### config.mk
export PLATFORM = sky130hd
export DESIGN_NAME = buddy_bitmap_allocator
export DESIGN_NICKNAME = d
export VERILOG_FILES = /design/src/hw/rtl/bba_pkg.sv /design/src/hw/rtl/bba_ram.sv /design/src/hw/rtl/buddy_bitmap_allocator.sv
export SDC_FILE = /design/constraint.sdc
export NUM_CORES = 1
export LEC_CHECK = 0
export ABC_CLOCK_PERIOD_IN_PS = 38300
export BUFFER_PORTS_ARGS = -buffer_cell sky130_fd_sc_hd__buf_2
export CAP_MARGIN = 0
export CORE_MARGIN = 5
export CORE_UTILIZATION = 38
export CTS_CLUSTER_SIZE = 10
export DETAILED_ROUTE_END_ITERATION = 16
export PLACE_DENSITY = 0.52
export SLEW_MARGIN = 20
export SYNTH_ARGS = -nofsm -noshare
export SYNTH_HDL_FRONTEND = slang
export SYNTH_SLANG_ARGS = --single-unit
### constraint.sdc
create_clock -name clk -period 38.3 [get_ports clk]
set_clock_uncertainty 0.05 [all_clocks]
set_input_delay 5.745 -clock clk [delete_from_list [all_inputs] [get_ports clk]]
set_output_delay 5.745 -clock clk [all_outputs]
set_load 0.03 [all_outputs]
### src/hw/rtl/bba_pkg.sv
// Package for the buddy bitmap allocator.
// Holds the operation codes and the result word type; no dependencies.
`default_nettype none
package bba_pkg;
  localparam logic OP_ALLOC = 1'b0;
  localparam logic OP_FREE  = 1'b1;

  typedef struct packed {
    logic [10:0] free_left;
    logic [9:0]  seg_offset;
    logic        ok;
  } bba_result_t;
endpackage
`default_nettype wire

### src/hw/rtl/bba_ram.sv
// Generic single-port RAM with registered read.
// No dependencies.
`default_nettype none
module bba_ram #(
  parameter int WIDTH = 1,
  parameter int DEPTH = 512
) (
  input  wire logic                     clk,
  input  wire logic                     we,
  input  wire logic [$clog2(DEPTH)-1:0] addr,
  input  wire logic [WIDTH-1:0]         wdata,
  output logic      [WIDTH-1:0]         rdata
);
  logic [WIDTH-1:0] mem [DEPTH];

  always_ff @(posedge clk) begin
    if (we) begin
      mem[addr] <= wdata;
    end
    rdata <= mem[addr];
  end
endmodule
`default_nettype wire

### src/hw/rtl/buddy_bitmap_allocator.sv
// Buddy bitmap allocator top level; depends on bba_pkg and bba_ram.
// After reset a clearing pass over all 2*LEAF-1 bits (511 by default) sets
// every free bit; no word is accepted meanwhile.
// An allocate scans its level one bit a cycle, then writes the subtree and
// ancestors one bit a cycle; a free writes the subtree; one word at a time.
`default_nettype none
module buddy_bitmap_allocator #(
  parameter int REGION_BYTES  = 1024,
  parameter int MIN_SEG_BYTES = 4
) (
  input  wire logic        clk,
  input  wire logic        rst_n,
  input  wire logic        in_tvalid,
  output logic             in_tready,
  input  wire logic [31:0] in_tdata,  // operation, size_bytes[10:0], offset[15:0]
  output logic             out_tvalid,
  input  wire logic        out_tready,
  output logic [23:0]      out_tdata  // ok, seg_offset[9:0], free_left[10:0]
);
  import bba_pkg::*;

  localparam int LEAF  = REGION_BYTES / MIN_SEG_BYTES;
  localparam int TOTAL = 2 * LEAF - 1;
  localparam int LEVELS = $clog2(LEAF) + 1;
  localparam int AW = $clog2(TOTAL);
  localparam int LW = $clog2(LEVELS + 1);
  localparam int MSH = $clog2(MIN_SEG_BYTES);
  localparam int CW = $clog2(REGION_BYTES + 1);
  localparam int IW = $clog2(LEAF + 1);

  typedef enum logic [2:0] {
    S_CLEAR, S_IDLE, S_SIZE, S_SCAN, S_SUB, S_UP, S_DONE
  } state_t;

  state_t state_r;
  logic [AW-1:0] clr_r, addr;
  logic we, wdata, rdata;
  logic op_r;
  logic [10:0] size_r;
  logic [15:0] offs_r;
  logic [LW-1:0] lvl_r, l_r;
  logic [IW-1:0] idx_r, cnt_r, j_r, span_r;
  logic [AW-1:0] base_r, lbase_r;
  logic [CW-1:0] fc_r;
  logic [16:0] segsz_r;
  logic rd_pend_r;
  bba_result_t res_r;

  logic [AW-1:0] cnt_now;
  assign cnt_now = AW'(LEAF >> lvl_r);

  always_comb begin
    we = 1'b0;
    wdata = 1'b0;
    addr = clr_r;
    unique case (state_r)
      S_CLEAR: begin
        we = 1'b1;
        wdata = 1'b1;
      end
      S_SCAN: addr = base_r + AW'(idx_r);
      S_SUB: begin
        we = 1'b1;
        wdata = op_r;
        addr = lbase_r + AW'(idx_r * span_r) + AW'(j_r);
      end
      S_UP: begin
        we = (l_r != LW'(LEVELS - 1));
        addr = lbase_r + AW'(idx_r);
      end
      default: ;
    endcase
  end

  bba_ram #(.WIDTH(1), .DEPTH(TOTAL)) u_ram (
    .clk(clk), .we(we), .addr(addr), .wdata(wdata), .rdata(rdata)
  );

  assign in_tready = (state_r == S_IDLE);
  assign out_tvalid = (state_r == S_DONE);
  assign out_tdata = {2'b0, res_r};

  always_ff @(posedge clk) begin
    if (!rst_n) begin
      state_r <= S_CLEAR;
      clr_r <= '0;
      fc_r <= CW'(REGION_BYTES);
      rd_pend_r <= 1'b0;
    end else begin
      unique case (state_r)
        S_CLEAR: begin
          clr_r <= clr_r + 1'b1;
          if (clr_r == AW'(TOTAL - 1)) state_r <= S_IDLE;
        end
        S_IDLE: if (in_tvalid) begin
          op_r <= in_tdata[0];
          size_r <= in_tdata[11:1];
          offs_r <= in_tdata[27:12];
          lvl_r <= '0;
          base_r <= '0;
          segsz_r <= 17'(MIN_SEG_BYTES);
          state_r <= S_SIZE;
        end
        S_SIZE: begin
          // One level per cycle until the segment covers the size.
          if (segsz_r < 17'(size_r)) begin
            if (segsz_r >= 17'(REGION_BYTES)) begin
              res_r <= '{free_left: 11'(fc_r), seg_offset: '0, ok: 1'b0};
              state_r <= S_DONE;
            end else begin
              base_r <= base_r + cnt_now;
              lvl_r <= lvl_r + 1'b1;
              segsz_r <= segsz_r << 1;
            end
          end else if (op_r == OP_ALLOC) begin
            idx_r <= '0;
            rd_pend_r <= 1'b0;
            if (17'(size_r) > 17'(fc_r)) begin
              res_r <= '{free_left: 11'(fc_r), seg_offset: '0, ok: 1'b0};
              state_r <= S_DONE;
            end else begin
              state_r <= S_SCAN;
            end
          end else if (17'(offs_r) >= 17'(REGION_BYTES)) begin
            res_r <= '{free_left: 11'(fc_r), seg_offset: '0, ok: 1'b0};
            state_r <= S_DONE;
          end else begin
            idx_r <= IW'(offs_r >> (MSH + lvl_r));
            l_r <= lvl_r;
            lbase_r <= '0;
            span_r <= IW'(1) << lvl_r;
            j_r <= '0;
            cnt_r <= '0;
            state_r <= S_SUB;
          end
        end
        S_SCAN: begin
          rd_pend_r <= 1'b1;
          if (rd_pend_r && rdata) begin
            idx_r <= idx_r - 1'b1;
            lbase_r <= '0;
            span_r <= IW'(1) << lvl_r;
            j_r <= '0;
            cnt_r <= '0;
            state_r <= S_SUB;
          end else if (rd_pend_r && idx_r == IW'(cnt_now)) begin
            res_r <= '{free_left: 11'(fc_r), seg_offset: '0, ok: 1'b0};
            state_r <= S_DONE;
          end else begin
            idx_r <= idx_r + 1'b1;
          end
        end
        S_SUB: begin
          // cnt_r counts levels from the leaves up to lvl_r.
          if (j_r == span_r - 1'b1) begin
            j_r <= '0;
            if (cnt_r == IW'(lvl_r)) begin
              if (op_r == OP_FREE) begin
                fc_r <= (18'(fc_r) + 18'(segsz_r) > 18'(REGION_BYTES))
                        ? CW'(REGION_BYTES) : CW'(18'(fc_r) + 18'(segsz_r));
                res_r <= '{free_left: 11'((18'(fc_r) + 18'(segsz_r)
                           > 18'(REGION_BYTES)) ? REGION_BYTES
                           : 18'(fc_r) + 18'(segsz_r)), seg_offset: '0, ok: 1'b1};
                state_r <= S_DONE;
              end else begin
                fc_r <= (17'(fc_r) > segsz_r) ? CW'(17'(fc_r) - segsz_r) : '0;
                res_r.seg_offset <= 10'(27'(idx_r) * 27'(segsz_r));
                res_r.ok <= 1'b1;
                l_r <= lvl_r;
                lbase_r <= base_r + cnt_now;
                idx_r <= idx_r >> 1;
                state_r <= S_UP;
              end
            end else begin
              lbase_r <= lbase_r + AW'(LEAF >> cnt_r);
              cnt_r <= cnt_r + 1'b1;
              span_r <= span_r >> 1;
            end
          end else begin
            j_r <= j_r + 1'b1;
          end
        end
        S_UP: begin
          if (l_r + 1'b1 >= LW'(LEVELS - 1)) begin
            res_r.free_left <= 11'(fc_r);
            state_r <= S_DONE;
          end else begin
            l_r <= l_r + 1'b1;
            lbase_r <= lbase_r + AW'(LEAF >> (l_r + 1'b1));
            idx_r <= idx_r >> 1;
          end
        end
        S_DONE: if (out_tready) state_r <= S_IDLE;
        default: state_r <= S_IDLE;
      endcase
    end
  end
endmodule
`default_nettype wire
# Word level (Yosys, flattened, before mapping)
# Memories as Yosys holds them, arrays and structs flattened. A register that Yosys moved wholly into a read port is not among the register bits.
# Cells that the tools add are included.
dict set report word_totals {
  ff_bits 153
  ram_bits 511
  input_bits 36
  out_inout_bits 26
  word_cells 203
  memories 1
}
# memory words word_bits read_ports rd_ports_with_merged_regs wr line_no
set memory_table {}
lappend memory_table {u_ram.mem 511 1 1 1 1 bba_ram.sv:14} ;# logic [WIDTH-1:0] mem [DEPTH];
dict set report op_classes {
  addsub 19
  n_mul 2
  order_cmp 7
  eq_ne 37
  n_shift 5
  n_mux 92
  reduce_logical 21
}
# operator count
set ops {}
lappend ops {{2-to-1 mux 9 bit} 29}
lappend ops {{2-to-1 mux 22 bit} 9}
lappend ops {{one-hot mux 9 bit (3 select lines)} 4}
lappend ops {{2-to-1 mux 11 bit} 7}
lappend ops {{one-hot mux 9 bit (4 select lines)} 2}
lappend ops {{adder 9 bit} 7}
lappend ops {{2-to-1 mux 17 bit} 3}
lappend ops {{one-hot mux 11 bit (4 select lines)} 1}
lappend ops {{2-to-1 mux 4 bit} 10}
lappend ops {{adder 9 x 1 -> 9 bit (second input constant)} 4}
lappend ops {{2-to-1 mux 3 bit} 12}
lappend ops {{inequality test 2 bit (second input constant)} 18}
lappend ops {{AND reduction 9 bit} 4}
lappend ops {{one-hot mux 17 bit (2 select lines)} 1}
lappend ops {{one-hot mux 11 bit (3 select lines)} 1}
lappend ops {{one-hot mux 3 bit (7 select lines)} 1}
lappend ops {{adder 11 x 17 -> 18 bit} 1}
lappend ops {{equality test 9 bit} 2}
lappend ops {{> comparator 18 x 11 -> 1 bit (second input constant)} 1}
lappend ops {{one-hot mux 9 bit (2 select lines)} 1}
lappend ops {{>> shifter 9 x 4 -> 9 bit (first input constant)} 2}
lappend ops {{subtractor 9 x 1 -> 9 bit (second input constant)} 2}
lappend ops {{greater-or-equal comparator 17 x 11 -> 1 bit (second input constant)} 1}
lappend ops {{> comparator 11 x 17 -> 1 bit} 1}
lappend ops {{37 further kinds} 59}

# Logic depth before layout (Yosys ltp)
dict set report depth {
  word_depth 7
  mapped_depth 25
  ltp_nobuf 22
}

# By module
# From an unflattened synthesis, not the netlist that was laid out.
dict set report unflattened {
  cells_unflattened 3044
  hier_area_um2 35479.0
}
# mod n_inst cells_per_inst area_per_inst_um2 seq_area_each_um2
set by_module_without_submodules {}
lappend by_module_without_submodules {bba_ram 1 1571 22226.3 15364.7}
lappend by_module_without_submodules {buddy_bitmap_allocator 1 1473 13252.7 4103.9}

# Worst setup path after synthesis
# Ideal clock, no wire load.
dict set report synth_path {
  path_type {reg2reg}
  startpoint {register op_r}
  endpoint {memory u_ram.mem[0] (data pin)}
  setup_time_ns 4.324
  arrival_time_ns 21.218
  path_slack_ns 12.708
  stages_incl_launch_ff 5
  cell_sequence {edfxtp_1 clkbuf_1 inv_1 clkbuf_1 a21boi_0}
}
dict set report synth_between {
  elab_chain_len 1
}
# item line_no
set synth_rtl {}
lappend synth_rtl {{start: declaration} buddy_bitmap_allocator.sv:38} ;# logic op_r;
lappend synth_rtl {{start signal: assignment} buddy_bitmap_allocator.sv:96} ;# op_r <= in_tdata[0];
lappend synth_rtl {{one-hot mux 1 bit (2 select lines)} buddy_bitmap_allocator.sv:56} ;# unique case (state_r)
lappend synth_rtl {{via u_ram.wdata} bba_ram.sv:11} ;# input wire logic [WIDTH-1:0] wdata,
lappend synth_rtl {{end: declaration} bba_ram.sv:14}
# The timed path passes the listed nets, and every way through them passes these cells.

# Worst setup path after layout
dict set report layout_path {
  startpoint {register state_r[0]}
  endpoint {output in_tready}
}
dict set report layout_between {
  elab_chain_len 1
}
# item line_no
set layout_rtl {}
lappend layout_rtl {{start: declaration} buddy_bitmap_allocator.sv:35} ;# state_t state_r;
lappend layout_rtl {{start signal: assignment} buddy_bitmap_allocator.sv:85} ;# state_r <= S_CLEAR;
lappend layout_rtl {{start signal: assignment} buddy_bitmap_allocator.sv:93} ;# if (clr_r == AW'(TOTAL - 1)) state_r <= S_IDLE;
lappend layout_rtl {{start signal: assignment} buddy_bitmap_allocator.sv:102} ;# state_r <= S_SIZE;
lappend layout_rtl {{equality test 3 x 1 -> 1 bit} buddy_bitmap_allocator.sv:79} ;# assign in_tready = (state_r == S_IDLE);
lappend layout_rtl {{end: declaration} buddy_bitmap_allocator.sv:14} ;# output logic in_tready,
# Every way passes these cells.

==> impl_metrics.ini <==
[clock_tree]
cts_tree = yes
clock_path_buffers = 3
cts_sinks = 656
clk_pin_slew_worst_paths_ns = 0.05
tritoncts.num_buffers = 81
root_buffer = clkbuf_16
cts_resized = 0
htreeDepth = 3
clk_latency_ns = 0.66
cts_hold_buf = 0
cts_setup_buffers = 0

[sta]
rsz0062_at_grt = no
fin_crit_sh = 0.211
maxSlewViolCount = 0
fin_crit_ns = 8.09
tns_ns = 0
worst_pin_slew_ns = 1.09
hold_violations = 0
setup_viol = 0
fmax_mhz = 124
maxSlewHeadroom = 0.276

[synthesis]
synthArstFlopShare = 0
synth_edf_count = 633
yosysSeqAreaShare = 0.547
synthCells = 3418
synthFlopType = edfxtp_1
synth_warnings = 0
synth_area_um2 = 35600
ys_ff_latch = 656
synth_cell_type_count = 86
avgSynthCellArea_um2 = 10.4

[drt]
viasPerCell = 5.42
wl_um = 101000
wire_per_inst_um = 21.7
drt_iter0_drc = 2356
vias = 25350
post-route-drc-count = 0
drt_first_pass_iters = 5
postRouteAntennaNets = 0

[global_routing]
antenna_found_initial = 1
grt_pass1_vias = 24628
grt_max_degree = 276
grtUsageTotal = 0.200
grt_first_pass_wirelength_um = 153000
overflow = 0

[pwr]
power.total_mw = 2.07
vdd_drop_max_v = 0.0000366
p_per_area_nw_per_um2 = 52.4
p_leak_nw = 13.8
swShare = 0.325
intPower_mw = 1.40
p_seq_frac = 0.417
p_clk_frac = 0.345
p_sw_mw = 0.672
pwr-share-comb = 0.238

[place]
hpwl_um = 61200
place.port_buffers = 51
place_area_um2 = 37100
gp_congestion = 0.816

[floorplanning]
io-pin-count = 62
rows = 112
die_w_um = 316
die_h_um = 316
core_area_um2 = 93200
start_util = 0.382
die-area_um2 = 99900

[finish]
layout_common_cells = nor2_1 (641), edfxtp_1 (633), nand2_1 (427), a21oi_1 (204), inv_1 (149)
syn_to_final_growth_pct = 11.0
finalInstanceArea_um2 = 39500
drive_gt1_frac = 0.0804
final_common_cell = nor2_1
postLayoutCoreUtil = 0.424
fin_nets = 3602
fillers = 9022

[critical_path]
crit_arrival_ns = 2.30
crit_fanout = 22
cp-start-kind = flip-flop
path_class = reg2out
critPathRequiredTime_ns = 32.50
end_kind = output port

[status]
status = finished, final reports clean

[flow_run]
drv_cap = 0

[hold_path]
worstHoldPathType = reg2reg
[worst paths after layout]
path	slack, ns	from	endpoint	depth (start not counted)
min	0.48	rd_pend_r	rd_pend_r	2
max reg2reg	30.58	idx_r[5]	u_ram.mem[321]	18
max	30.21	state_r[0]	in_tready	4
min reg2reg	0.48	rd_pend_r	rd_pend_r	2
[final cells by class]
type / instances / area, um^2 / area share
Sequential cell: 656 / 19500 / 0.493
Multi-Input combinational cell: 2375 / 14700 / 0.371
Clock buffer: 99 / 2100 / 0.0532
Tap cell: 1254 / 1570 / 0.0397
Timing Repair Buffer: 119 / 823 / 0.0208
Inverter: 151 / 567 / 0.0143
Clock inverter: 22 / 317 / 0.00801
Antenna cell: 1 / 2.50 / 0.0000633
[per-layer routing]
layer  share of wire  GRT usage
met1            0.44      0.272
met2            0.47      0.329
met3           0.059     0.0351
met4           0.031     0.0642
met5               0          0
[cells in the mapped netlist (24+ instances only)]
cell type  number  area share
nand2_1       446       0.047
a21oi_1       204       0.029
xor2_1         35      0.0086
nand4_1        24      0.0042
ha_1          132       0.046
mux2i_1        86       0.024
and3_1         34      0.0060
edfxtp_1      633        0.53
nand3_1        60      0.0084
o21ai_0        67      0.0094
inv_1         149       0.016
buf_2          53      0.0074
xnor2_1        88       0.022
fa_1           50       0.028
a221oi_1       66       0.016
nor3_1         35      0.0049
buf_1          37      0.0039
clkbuf_1      144       0.015
and2_1         63       0.011
nor2_1        642       0.068
[critical path, stage by stage, from the launching register on]
cell,delay (ns)
dfxtp_1,0.30
buf_4,0.27
inv_1,0.24
nor3_1,0.54
buf_2,0.30
[flip-flops by register name, summed over array words and instances, names as in the netlist]
register	count
idx_r	9
u_ram.mem	511
lvl_r	4
j_r	9
out_tdata	19
op_r	1
fc_r	9
l_r	4
state_r	3
u_ram.rdata	1
span_r	9
lbase_r	9
cnt_r	9
rd_pend_r	1
clr_r	9
base_r	9
offs_r	14
segsz_r	15
size_r	11
[logic make-up (layout without fill, tap and decap cells)]
group | after synthesis | count (layout) | share of synthesized area
other cells | 1 | 6 | 0.000105
buf+inv | 391 | 391 | 0.0438
compound gates | 578 | 578 | 0.109
flops | 656 | 656 | 0.547
fa+ha+maj | 182 | 182 | 0.0745
simple gates | 1391 | 1391 | 0.167
mux | 93 | 93 | 0.0270
xor+xnor | 126 | 126 | 0.0322
[power groups by stage]
stage	Clock (mW)	Combinational, mW	Sequential, mW
4_1_cts	0.732	0.494	0.863
5_1_grt	0.760	0.539	0.864
2_1_floorplan	0	0.324	0.967
6_report	0.714	0.493	0.863
3_5_place_dp	0	0.492	0.878
3_3_place_gp	0	0.491	0.878
[through the flow]
step / std cells / hold slack, ns / setup WS [ns]
after global routing: 4676 / 0.502 / 30.14
final: 4677 / 0.475 / 30.21
after floorplan: 3422 / 0.412 / 12.71
after global placement: 4553 / 0.453 / 30.38
after CTS: 4675 / 0.463 / 30.24
after detailed placement: 4554 / 0.456 / 30.38
(Power assumes the default switching activity.)
